==> config.mk <==
export PLATFORM = sky130hd
export DESIGN_NAME = frame_subframe_slot_counter
export DESIGN_NICKNAME = d
export VERILOG_FILES = /design/src/rtl/fss_pkg.sv /design/src/rtl/frame_subframe_slot_counter.sv /design/src/rtl/fss_div10.sv /design/src/rtl/fss_state.sv /design/src/rtl/fss_fmt.sv
export VERILOG_INCLUDE_DIRS = /design/src /design/src/rtl
export SDC_FILE = /design/constraint.sdc
export NUM_CORES = 2
export LEC_CHECK = 0
export ABC_AREA = 1
export CAP_MARGIN = 20
export CORE_AREA = 2 2 324 326
export DETAILED_ROUTE_END_ITERATION = 8
export DIE_AREA = 0 0 326 328
export DONT_BUFFER_PORTS = 1
export HOLD_SLACK_MARGIN = 0.1
export PLACE_DENSITY = 0.68
export SLEW_MARGIN = 30
export SYNTH_ARGS = -nofsm -noshare
export SYNTH_HDL_FRONTEND = slang
export SYNTH_SLANG_ARGS = --single-unit
export TNS_END_PERCENT = 30
==> constraint.sdc <==
create_clock -name clk_i -period 9 [get_ports clk_i]
set_input_delay 1.8 -clock clk_i [delete_from_list [all_inputs] [get_ports clk_i]]
set_output_delay 1.8 -clock clk_i [all_outputs]
set_load 0.01 [all_outputs]
==> src/rtl/frame_subframe_slot_counter_assert.svh <==
// Assertion macros for the frame/subframe/slot counter.
// Expects clk_i and rst_ni in the scope of the module that uses them.
`ifndef FRAME_SUBFRAME_SLOT_COUNTER_ASSERT_SVH
`define FRAME_SUBFRAME_SLOT_COUNTER_ASSERT_SVH

// Same-cycle implication, checked outside reset.
`define FSS_ASSERT_IMP(lbl, ante, cons, msg) \
  lbl: assert property (@(posedge clk_i) disable iff (!rst_ni) (ante) |-> (cons)) \
    else $error(msg);

// Next-cycle implication, checked outside reset.
`define FSS_ASSERT_NEXT(lbl, ante, cons, msg) \
  lbl: assert property (@(posedge clk_i) disable iff (!rst_ni) (ante) |=> (cons)) \
    else $error(msg);

`endif

==> src/rtl/fss_pkg.sv <==
// Shared types and constants of the frame/subframe/slot counter.
// Used by every module of the block; depends on nothing.
package fss_pkg;

  localparam int unsigned SubframesPerFrame = 10;
  localparam logic [2:0]  MaxNumerology     = 3'd5;

  localparam int unsigned KeyRntiShift     = 48;
  localparam int unsigned KeyFrameShift    = 32;
  localparam int unsigned KeySubframeShift = 24;
  localparam int unsigned KeySlotShift     = 8;
  localparam int unsigned KeyNumShift      = 5;

  // Reciprocal of ten: floor(x * Recip10 / 2^35) equals x / 10 for any 32-bit x.
  localparam logic [31:0] Recip10      = 32'hCCCC_CCCD;
  localparam int unsigned Recip10Shift = 35;

  localparam logic FuncAdvance = 1'b0;
  localparam logic FuncLoad    = 1'b1;

  // Register index taken from paddr bit 2.
  localparam logic RegNumerology = 1'b0;

  typedef struct packed {
    logic        func;
    logic [31:0] slot_count;
    logic [31:0] new_frame;
    logic [3:0]  new_subframe;
    logic [4:0]  new_slot;
    logic [4:0]  sym_start;
    logic [15:0] rnti;
  } in_word_t;

  typedef struct packed {
    logic [31:0] frame_out;
    logic [3:0]  subframe_out;
    logic [4:0]  slot_out;
    logic [40:0] absolute_slot;
    logic [63:0] packed_key;
    logic        bad_position;
  } out_word_t;

  // An item after the slot count has been split into whole subframes (quot*10+rem)
  // and the slot count bits below one subframe (low).
  typedef struct packed {
    logic        func;
    logic [31:0] new_frame;
    logic [3:0]  new_subframe;
    logic [4:0]  new_slot;
    logic [4:0]  sym_start;
    logic [15:0] rnti;
    logic [4:0]  low;
    logic [28:0] quot;
    logic [3:0]  rem;
  } adv_t;

  // Position after one item, plus what the key needs.
  typedef struct packed {
    logic [31:0] frame;
    logic [3:0]  subframe;
    logic [4:0]  slot;
    logic [2:0]  num;
    logic [4:0]  sym_start;
    logic [15:0] rnti;
    logic        bad;
  } pos_t;

  // Per-stage load strobes, one for each registered stage below the input register.
  typedef struct packed {
    logic div_a;
    logic div_b;
    logic upd;
    logic fmt;
  } stage_take_t;

  // Slots per subframe minus one, for a numerology of at most five.
  function automatic logic [4:0] slot_mask(input logic [2:0] n);
    logic [5:0] spf;
    spf = 6'd1 << n;
    return 5'(spf - 6'd1);
  endfunction

endpackage

==> src/rtl/frame_subframe_slot_counter.sv <==
// Radio timing position counter: frame, subframe 0..9 and slot below 2^numerology.
// Depends on fss_pkg, fss_div10, fss_state, fss_fmt and the assertion macro header.
//
// Each input word either loads a position (rejected and flagged when the subframe
// is above nine or the slot does not fit the current numerology) or advances the
// position by a slot count, carrying into subframe and a frame number that wraps
// at 2^32. Every word yields exactly one result word with the new position, the
// absolute slot index and the packed 64-bit key. The block takes one word per
// clock unless a stalled output has filled every stage. Stages, in order, are:
// input register, slot count shift and multiply by the reciprocal of ten, remainder
// by ten, position update, and result formatting into the output register. Only the
// position update stage carries state from one word to the next; it holds a narrow
// add and a 32-bit three-input add, so consecutive words never wait for each other.
// Each stage moves on whenever the stage after it is empty or moving, so bubbles
// close up and in_stall_o rises only when all five stages hold words and the output
// is stalled. The numerology register (byte address 0) is written through the APB
// port; values six and seven act as five. Write it only while no word is in flight.

`include "frame_subframe_slot_counter_assert.svh"

module frame_subframe_slot_counter (
  input  logic               clk_i,
  input  logic               rst_ni,
  // Input word channel.
  input  logic               in_valid_i,
  output logic               in_stall_o,
  input  fss_pkg::in_word_t  in_word_i,
  // Result word channel.
  output logic               out_valid_o,
  input  logic               out_stall_i,
  output fss_pkg::out_word_t out_word_o,
  // Configuration port.
  input  logic               psel,
  input  logic               penable,
  input  logic               pwrite,
  input  logic [2:0]         paddr,
  input  logic [31:0]        pwdata,
  output logic [31:0]        prdata,
  output logic               pready
);

  logic [2:0]           num_q;
  logic [2:0]           n_eff;
  logic [4:0]           v_q;
  logic [4:0]           en;
  logic                 take_in;
  fss_pkg::stage_take_t take;
  fss_pkg::in_word_t    in_q;
  fss_pkg::adv_t        adv;
  fss_pkg::pos_t        pos;
  logic                 key_ok;

  // Configuration register. The numerology is saturated once here and the
  // saturated value drives all slot arithmetic and the key.
  assign pready = 1'b1;
  assign prdata = (paddr[2] == fss_pkg::RegNumerology) ? {29'd0, num_q} : 32'd0;

  always_ff @(posedge clk_i or negedge rst_ni) begin
    if (!rst_ni) begin
      num_q <= '0;
    end else if (psel && penable && pwrite && paddr[2] == fss_pkg::RegNumerology) begin
      num_q <= pwdata[2:0];
    end
  end

  assign n_eff = (num_q > fss_pkg::MaxNumerology) ? fss_pkg::MaxNumerology : num_q;

  // Stage k may load when it is empty or when stage k+1 loads in the same cycle.
  // Stage 4 is the output register.
  always_comb begin
    en[4] = !v_q[4] || !out_stall_i;
    en[3] = !v_q[3] || en[4];
    en[2] = !v_q[2] || en[3];
    en[1] = !v_q[1] || en[2];
    en[0] = !v_q[0] || en[1];
    take_in    = in_valid_i && en[0];
    take.div_a = v_q[0] && en[1];
    take.div_b = v_q[1] && en[2];
    take.upd   = v_q[2] && en[3];
    take.fmt   = v_q[3] && en[4];
  end

  assign in_stall_o  = !en[0];
  assign out_valid_o = v_q[4];

  always_ff @(posedge clk_i or negedge rst_ni) begin
    if (!rst_ni) begin
      v_q <= '0;
    end else begin
      if (en[0]) v_q[0] <= in_valid_i;
      if (en[1]) v_q[1] <= v_q[0];
      if (en[2]) v_q[2] <= v_q[1];
      if (en[3]) v_q[3] <= v_q[2];
      if (en[4]) v_q[4] <= v_q[3];
    end
  end

  // Input register.
  always_ff @(posedge clk_i) begin
    if (take_in) begin
      in_q <= in_word_i;
    end
  end

  fss_div10 u_div10 (
    .clk_i  (clk_i),
    .n_i    (n_eff),
    .take_i (take),
    .word_i (in_q),
    .adv_o  (adv)
  );

  fss_state u_state (
    .clk_i  (clk_i),
    .rst_ni (rst_ni),
    .n_i    (n_eff),
    .take_i (take),
    .adv_i  (adv),
    .pos_o  (pos)
  );

  fss_fmt u_fmt (
    .clk_i  (clk_i),
    .take_i (take),
    .pos_i  (pos),
    .word_o (out_word_o)
  );

  // Low 16 frame bits, subframe and slot as they appear inside the key.
  assign key_ok = out_word_o.packed_key[47:32] == out_word_o.frame_out[15:0] &&
                  out_word_o.packed_key[27:24] == out_word_o.subframe_out &&
                  out_word_o.packed_key[12:8] == out_word_o.slot_out;

  // The input stalls only when every stage is occupied.
  `FSS_ASSERT_IMP(a_stall_only_full, in_stall_o, v_q == 5'b11111, "input stalled, stage free")

  // A delivered subframe is always a legal subframe number.
  `FSS_ASSERT_IMP(a_subframe_range, out_valid_o, out_word_o.subframe_out < 4'd10, "bad subframe")

  // The key carries the same low frame bits, subframe and slot as the result fields.
  `FSS_ASSERT_IMP(a_key_matches, out_valid_o, key_ok, "key disagrees with position")

  // A stalled output that stays stalled is still there in the next cycle.
  `FSS_ASSERT_NEXT(a_out_held, out_valid_o && out_stall_i, out_valid_o, "stalled result dropped")

endmodule

==> src/rtl/fss_div10.sv <==
// Two-stage split of the slot count into whole subframes divided by ten.
// Depends on fss_pkg.
module fss_div10 (
  input  logic             clk_i,
  input  logic [2:0]       n_i,
  input  fss_pkg::stage_take_t take_i,
  input  fss_pkg::in_word_t  word_i,
  output fss_pkg::adv_t      adv_o
);

  logic [31:0]   sub_cnt;
  logic [63:0]   prod;
  logic [31:0]   a_q;
  fss_pkg::adv_t st_a_d, st_a_q, st_b_d, st_b_q;
  logic [31:0]   q10;
  logic [31:0]   rem_full;

  // Whole subframes in the slot count, then its quotient by ten.
  always_comb begin
    sub_cnt = word_i.slot_count >> n_i;
    prod    = sub_cnt * fss_pkg::Recip10;
    st_a_d              = '0;
    st_a_d.func         = word_i.func;
    st_a_d.new_frame    = word_i.new_frame;
    st_a_d.new_subframe = word_i.new_subframe;
    st_a_d.new_slot     = word_i.new_slot;
    st_a_d.sym_start    = word_i.sym_start;
    st_a_d.rnti         = word_i.rnti;
    st_a_d.low          = word_i.slot_count[4:0] & fss_pkg::slot_mask(n_i);
    st_a_d.quot         = prod[63:fss_pkg::Recip10Shift];
  end

  // Remainder by ten from the quotient.
  always_comb begin
    q10      = {st_a_q.quot, 3'b000} + {2'b00, st_a_q.quot, 1'b0};
    rem_full = a_q - q10;
    st_b_d     = st_a_q;
    st_b_d.rem = rem_full[3:0];
  end

  always_ff @(posedge clk_i) begin
    if (take_i.div_a) begin
      st_a_q <= st_a_d;
      a_q    <= sub_cnt;
    end
    if (take_i.div_b) begin
      st_b_q <= st_b_d;
    end
  end

  assign adv_o = st_b_q;

endmodule

==> src/rtl/fss_state.sv <==
// Position registers and their update by load or advance.
// Depends on fss_pkg.
module fss_state (
  input  logic             clk_i,
  input  logic             rst_ni,
  input  logic [2:0]       n_i,
  input  fss_pkg::stage_take_t take_i,
  input  fss_pkg::adv_t      adv_i,
  output fss_pkg::pos_t      pos_o
);

  logic [31:0]   frame_q, frame_d;
  logic [3:0]    sub_q, sub_d;
  logic [4:0]    slot_q, slot_d;
  logic          bad;
  logic [5:0]    low_sum;
  logic [5:0]    carry;
  logic [6:0]    t_sum;
  logic [14:0]   t_prod;
  logic [3:0]    t_quot;
  logic [6:0]    t_rem;
  fss_pkg::pos_t pos_d, pos_q;

  always_comb begin
    // Slot bits below one subframe plus the stored slot; a stored slot above the
    // current subframe size carries out here as well.
    low_sum = {1'b0, adv_i.low} + {1'b0, slot_q};
    carry   = low_sum >> n_i;
    t_sum   = 7'(adv_i.rem) + 7'(sub_q) + 7'(carry);
    // t_sum stays below 87, where t*205/2048 is exact division by ten.
    t_prod  = 15'(t_sum) * 15'd205;
    t_quot  = t_prod[14:11];
    t_rem   = t_sum - 7'(t_quot) * 7'(fss_pkg::SubframesPerFrame);

    bad     = 1'b0;
    frame_d = frame_q;
    sub_d   = sub_q;
    slot_d  = slot_q;
    if (adv_i.func == fss_pkg::FuncLoad) begin
      if (adv_i.new_subframe > 4'(fss_pkg::SubframesPerFrame - 1) ||
          (adv_i.new_slot >> n_i) != 5'd0) begin
        bad = 1'b1;
      end else begin
        frame_d = adv_i.new_frame;
        sub_d   = adv_i.new_subframe;
        slot_d  = adv_i.new_slot;
      end
    end else begin
      frame_d = frame_q + 32'(adv_i.quot) + 32'(t_quot);
      sub_d   = t_rem[3:0];
      slot_d  = low_sum[4:0] & fss_pkg::slot_mask(n_i);
    end

    pos_d.frame     = frame_d;
    pos_d.subframe  = sub_d;
    pos_d.slot      = slot_d;
    pos_d.num       = n_i;
    pos_d.sym_start = adv_i.sym_start;
    pos_d.rnti      = adv_i.rnti;
    pos_d.bad       = bad;
  end

  always_ff @(posedge clk_i or negedge rst_ni) begin
    if (!rst_ni) begin
      frame_q <= '0;
      sub_q   <= '0;
      slot_q  <= '0;
    end else if (take_i.upd) begin
      frame_q <= frame_d;
      sub_q   <= sub_d;
      slot_q  <= slot_d;
    end
  end

  always_ff @(posedge clk_i) begin
    if (take_i.upd) begin
      pos_q <= pos_d;
    end
  end

  assign pos_o = pos_q;

endmodule

==> src/rtl/fss_fmt.sv <==
// Result formatting: absolute slot index and packed key into the output register.
// Depends on fss_pkg.
module fss_fmt (
  input  logic              clk_i,
  input  fss_pkg::stage_take_t take_i,
  input  fss_pkg::pos_t       pos_i,
  output fss_pkg::out_word_t  word_o
);

  logic [35:0]        frame10;
  logic [35:0]        base;
  fss_pkg::out_word_t word_d, word_q;

  always_comb begin
    frame10 = 36'({pos_i.frame, 3'b000}) + 36'({pos_i.frame, 1'b0});
    base    = frame10 + 36'(pos_i.subframe);

    word_d.frame_out     = pos_i.frame;
    word_d.subframe_out  = pos_i.subframe;
    word_d.slot_out      = pos_i.slot;
    word_d.absolute_slot = (41'(base) << pos_i.num) + 41'(pos_i.slot);
    word_d.packed_key    = (64'(pos_i.rnti)      << fss_pkg::KeyRntiShift)
                         | (64'(pos_i.frame)     << fss_pkg::KeyFrameShift)
                         | (64'(pos_i.subframe)  << fss_pkg::KeySubframeShift)
                         | (64'(pos_i.slot)      << fss_pkg::KeySlotShift)
                         | (64'(pos_i.num)       << fss_pkg::KeyNumShift)
                         | 64'(pos_i.sym_start);
    word_d.bad_position  = pos_i.bad;
  end

  always_ff @(posedge clk_i) begin
    if (take_i.fmt) begin
      word_q <= word_d;
    end
  end

  assign word_o = word_q;

endmodule
## Word level (Yosys, flattened, before mapping)

Index checks and enable logic that the tools add are counted.

| word-level totals | value |
|---|---|
| bits in registers | 559 |
| input port bits | 137 |
| logic and storage cells | 108 |

| operators by class | value |
|---|---|
| add/sub/neg operators | 12 |
| multiply operators | 3 |
| magnitude comparators | 2 |
| shift operators | 5 |
| mux-type cells | 9 |
| bitwise gates (word level) | 8 |
| reduce and logical (&&, ||, !) cells | 22 |

Operators with widths:

| cell | count |
|---|---|
| 32-bit by 32-bit multiplier with 64-bit output (second input constant) | 1 |
| 32-bit 2-to-1 mux | 2 |
| 64-bit by 13-bit bitwise OR with 64-bit output | 1 |
| 64-bit by 28-bit bitwise OR with 64-bit output | 1 |
| 64-bit by 5-bit bitwise OR with 64-bit output | 1 |
| 64-bit bitwise OR | 1 |
| 64-bit by 8-bit bitwise OR with 64-bit output | 1 |
| 41-bit by 5-bit adder with 41-bit output | 1 |
| 36-bit by 3-bit left shift with 41-bit output | 1 |
| 35-bit by 33-bit adder with 36-bit output | 1 |
| 36-bit by 4-bit adder with 36-bit output | 1 |
| 32-bit by 29-bit adder with 32-bit output | 1 |
| 32-bit by 4-bit adder with 32-bit output | 1 |
| 32-bit by 3-bit right shift with 32-bit output | 1 |
| 7-bit by 8-bit multiplier with 15-bit output (second input constant) | 1 |
| 5-bit bitwise AND | 2 |
| 5-bit 2-to-1 mux | 2 |
| 1-bit logical AND | 8 |
| 4-bit 2-to-1 mux | 2 |
| 4-bit subtractor | 2 |
| 5-bit by 6-bit adder with 7-bit output | 1 |
| 1-bit zero test | 7 |
| 5-bit by 5-bit adder with 6-bit output | 1 |
| 1-bit logical OR | 6 |
| other kinds (13) | 14 |

## Longest topological paths before layout

| depth | value |
|---|---|
| depth after elaboration | 8 |
| gate-level depth with buffers | 55 |
| depth with buffers taken out | 55 |

## By module

A second synthesis with hierarchy kept.

| unflattened totals | value |
|---|---|
| cell total of the unflattened synthesis | 5294 |
| area, all modules | 47464.3 um^2 |

By module, submodules not included:

| module | times used | cells each | area each (um^2) | seq. area each (um^2) |
|---|---|---|---|---|
| fss_div10 | 1 | 2593 | 25460.7 | 6065.8 |
| fss_fmt | 1 | 1447 | 10035.9 | 3213.1 |
| fss_state | 1 | 1077 | 8484.4 | 3007.9 |
| frame_subframe_slot_counter | 1 | 177 | 3483.3 | 3052.9 |

## Worst setup path before layout

OpenSTA, ideal clock, no wires.

| timing | value |
|---|---|
| path type | register -> register |
| start point | register u_state.slot_q[0] |
| end point | register u_state.frame_q[19] |
| setup time | 74 ps |
| arrival time | 8807 ps |
| slack | 119 ps |
| cell stages (with the launch flop) | 55 |
| clock period less this slack | 8881 ps |
| path through | dfrtp_1 -> ha_1 -> inv_1 -> fa_1 -> o21ai_0 -> xnor2_1 -> inv_1 -> o21ai_0 -> nand2_1 -> o2111ai_1 -> inv_1 -> fa_1 -> ha_1 -> inv_1 -> fa_1 -> o21ai_0 -> a21oi_1 -> xnor2_1 -> [19 not listed] -> ha_1 -> inv_1 -> fa_1 -> inv_1 -> nand3_1 -> nand2_1 -> a21oi_1 -> o21ai_1 -> a21oi_1 -> inv_1 -> nand2_1 -> nand2_1 -> a21oi_1 -> or2_2 -> nand3_1 -> a21boi_0 -> nand2_1 -> nand2_1 |

| on the way | value |
|---|---|
| longest elaborated chain between the ends | 6 |

Ends and longest elaborated chain:

| what | line | RTL |
|---|---|---|
| from (decl) | fss_state.sv:14 | `logic [4:0] slot_q, slot_d;` |
| from (signal assigned) | fss_state.sv:71 | `slot_q <= slot_d;` |
| 5-bit by 5-bit adder with 6-bit output | fss_state.sv:27 | `low_sum = {1'b0, adv_i.low} + {1'b0, slot_q};` |
| 6-bit by 3-bit right shift with 6-bit output | fss_state.sv:28 | `carry = low_sum >> n_i;` |
| 5-bit by 6-bit adder with 7-bit output | fss_state.sv:29 | `t_sum = 7'(adv_i.rem) + 7'(sub_q) + 7'(carry);` |
| 7-bit by 8-bit multiplier with 15-bit output | fss_state.sv:31 | `t_prod = 15'(t_sum) * 15'd205;` |
| 32-bit by 4-bit adder with 32-bit output | fss_state.sv:49 | `frame_d = frame_q + 32'(adv_i.quot) + 32'(t_quot);` |
| 32-bit 2-to-1 mux | fss_state.sv:39 | `if (adv_i.func == fss_pkg::FuncLoad) begin` |
| net u_state.frame_d[19] | fss_state.sv:12 | `logic [31:0] frame_q, frame_d;` |
| to (signal assigned) | fss_state.sv:69 | `frame_q <= frame_d;` |
| to (decl) | fss_state.sv:12 |  |

The timed path passes the listed nets, and every way through them passes these cells.
A chain may end at the register's enable or synchronous reset.

## Worst setup path in the final report

| timing | value |
|---|---|
| start point | register u_state.slot_q[0] |
| end point | register u_state.pos_q (netlist bit u_state.pos_o[52]), data pin |

| on the way | value |
|---|---|
| longest elaborated chain between the ends | 6 |

Ends and longest elaborated chain:

| what | line | RTL |
|---|---|---|
| 5-bit by 5-bit adder with 6-bit output | fss_state.sv:27 |  |
| 6-bit by 3-bit right shift with 6-bit output | fss_state.sv:28 |  |
| 5-bit by 6-bit adder with 7-bit output | fss_state.sv:29 |  |
| 7-bit by 8-bit multiplier with 15-bit output | fss_state.sv:31 |  |
| 32-bit by 4-bit adder with 32-bit output | fss_state.sv:49 |  |
| 32-bit 2-to-1 mux | fss_state.sv:39 |  |
| net u_state.frame_d[18] | fss_state.sv:12 |  |
| to (signal assigned) | fss_state.sv:77 | `pos_q <= pos_d;` |
| to (decl) | fss_state.sv:22 | `fss_pkg::pos_t pos_d, pos_q;` |

The timed path passes the listed nets, and every way through them passes these cells.

==> results.tsv <==
stage	metric	value	unit
outcome	outcome	finished clean	
synthesis	ys.flop_type	edfxtp_1	
final_layout	final_common_cell	inv_1	
timing	period_minus_slack	8.76	ns
synthesis	syn_area_per_cell	9.36	um2
grt	grt_overflow	0	
floorplan	dieArea	0.107	mm2
clock_tree	htreeDepth	2	
final_layout	layout-drive-gt1-share	9.34	%
place	dp_hpwl	101000	um
critical_path	crit_path_max_incr_delay	0.59	ns
final_layout	fin_nets	6113	
grt	antenna_found_initial	7	
critical_path	start_kind	register	
timing	slew_headroom	35.0	%
place	place_congestion	0.953	
routing	dr.pass1.iters	6	
critical_path	path_class	register to register	
hold_path	hold_class	register to register	
synthesis	synth.largest_area_cell	edfxtp_1	
floorplan	row_count	118	
routing	vias	33600	
clock_tree	clk_pin_slew	0.07	ns
synthesis	synth_top_cell_area_share	30.6	%
synthesis	yosysWarnings	0	
routing	post_drt_wl_per_cell	19.2	um
place	portBuffers	0	
clock_tree	cts_buffer_depth	3	
floorplan	start_util	44.7	%
floorplan	die_y	328	um
critical_path	setup.worst_path.end_class	register	
synthesis	ys_seq_area_share	33.2	%
floorplan	design.portCount	319	
critical_path	crit_slowest_cell	fa_1	
routing	vias_per_cell	5.20	
job	maxCapViolations	0	
routing	routed_wl	124000	um
floorplan	core-area	0.103	mm2
grt	grtUsageTotal	23.4	%
grt	grt_pass1_wl	193000	um
timing	rsz0062_at_grt	yes	
clock_tree	cts_tree	yes	
critical_path	worstPathArrival	9.17	ns
final_layout	final_cell_mix	inv_1, nand2_1, ha_1	
timing	finClkSkew	0.0661	ns
timing	holdWs	0.376	ns
synthesis	synth_cells	4929	
synthesis	ys_seq_elements	519	
timing	setup_viol_count_final	0	
clock_tree	ctsRootBufferMaster	clkbuf_16	
critical_path	cp_max_fo	4	
grt	grt_max_degree	82	
grt	first_global_vias	34100	
timing	clock.fmax	114	MHz
timing	hold_violations	0	
synthesis	netlist-cell-type-count	55	
clock_tree	clkLatencyLatePin	0.70	ns
critical_path	cpMostUsedCell	inv_2	
synthesis	netlist_area	0.0461	mm2
clock_tree	cts_buffers	57	
synthesis	synth_edf_count	470	
routing	drt_first_iter_violations	2538	
clock_tree	cts.sinks	519	
timing	slew_violations	0	
routing	drc	0	
final_layout	area_delta_synth_final	10.4	%
synthesis	async_reset_ff_share	9.44	%
timing	period_share	97.4	%
routing	ant_nets	0	
critical_path	crit_required	9.41	ns
timing	worstMarginPinSlew	0.976	ns
floorplan	die_x	326	um
synthesis	synthTopCellsByArea	edfxtp_1, fa_1, ha_1	
-- cells in the mapped netlist, drive strengths merged (8+ instances only) --
library cell	instances
a31oi	19
nor2	320
nand4	22
fa	438
ha	504
o31ai	8
o21a	16
a22oi	9
inv	1028
a211oi	11
dfrtp	49
a221oi	9
xor2	51
edfxtp	470
or2	35
o22ai	15
nand3b	10
nor4	11
o211ai	8
nand2	878
xnor2	30
clkbuf	32
o21ai	168
a21oi	217
nor3	17
o21bai	8
buf	114
nand3	390
-- critical path, delay by kind of cell (launching register included) --
kind,cells,cell delay (ns)
adders and majority gates,12,3.99
AOI/OAI and AO/OA,13,1.93
buffers and inverters,14,1.08
and+or+nand+nor,10,0.79
DFF,1,0.37
xor gates and xnor gates,2,0.36
-- layer usage --
layer	global-route usage [%]	wire length, um	vias up	part of all wire, %
li1	-	-	16100	-
met1	31.3	53400	16300	43
met2	38.8	58400	1068	47
met3	4.03	8070	209	6.5
met4	7.56	4090	8	3.3
met5	0	58	-	0.047
-- worst paths after layout --
check | startpoint | end | cells after the start | slack (ns)
max | u_state.slot_q[0]$_DFFE_PN0P_ | u_state.pos_o[52]$_DFFE_PP_ | 51 | 0.24
min | u_div10.st_a_q[100]$_DFFE_PP_ | u_div10.adv_o[100]$_DFFE_PP_ | 0 | 0.38
max reg2reg | u_state.slot_q[0]$_DFFE_PN0P_ | u_state.pos_o[52]$_DFFE_PP_ | 51 | 0.24
min reg2reg | u_div10.st_a_q[100]$_DFFE_PP_ | u_div10.adv_o[100]$_DFFE_PP_ | 0 | 0.38
max in group asynchronous | rst_ni | u_state.frame_q[22]$_DFFE_PN0P_ | 0 | 7.99
min in group asynchronous | rst_ni | u_state.frame_q[9]$_DFFE_PN0P_ | 0 | 0.82
-- per-stage QoR --
| step | TNS [ns] | cell area, um2 | setup slack, ns | util, % | cells |
|---|---|---|---|---|---|
| finish | 0 | 51000 | 0.236 | 49.4 | 6464 |
| global route | -2.72 | 51000 | -0.256 | 49.4 | 6463 |
| CTS | 0 | 50500 | 0.0147 | 48.9 | 6450 |
| detailed placement | -14.55 | 48100 | -0.737 | 46.7 | 6329 |
| global placement | -8.00 | 48100 | -0.493 | 46.7 | 6329 |
| floorplan | 0 | 46300 | 0.119 | - | 4972 |
-- cell type report --
cell class / instances / area, um2
clock buffers: 65 / 1480
well taps: 1380 / 1730
clock inverters: 43 / 653
fillers: 9554 / 52200
flip-flops and latches: 519 / 15300
repair buffers: 149 / 1140
diodes: 1 / 2.50
multi-input cells: 3276 / 26700
inverters: 1031 / 3870
-- logic make-up after synthesis --
group | synth area share [%]
AOI/OAI and AO/OA | 6.34
xor gates and xnor gates | 1.54
adders and majority gates | 32.7
buffers and inverters | 10.2
DFF | 33.2
muxes | 0.0217
other | 0.0163
and+or+nand+nor | 16.0
-- sequential cells by signal, indices dropped and copies added, names as in the netlist --
| register | count |
|---|---|
| in_q | 95 |
| num_q | 3 |
| u_div10.a_q | 4 |
| u_div10.adv_o | 101 |
| u_div10.st_a_q | 97 |
| u_fmt.word_o | 107 |
| u_state.frame_q | 32 |
| u_state.pos_o | 66 |
| u_state.slot_q | 5 |
| u_state.sub_q | 4 |
| v_q | 5 |
-- timing repair --
action                                 in CTS  in global routing
setup endpoints to repair                  44                 59
setup buffers                              13                 13
pin swaps                                  11                 35
endpoints found under the hold margin       0                  0
hold buffers                                0                  0
gates resized for setup                    40                107
Power is left out: the tool's default activity adds up to more than one toggle a clock period on the data nets, which glitch-free logic cannot reach.
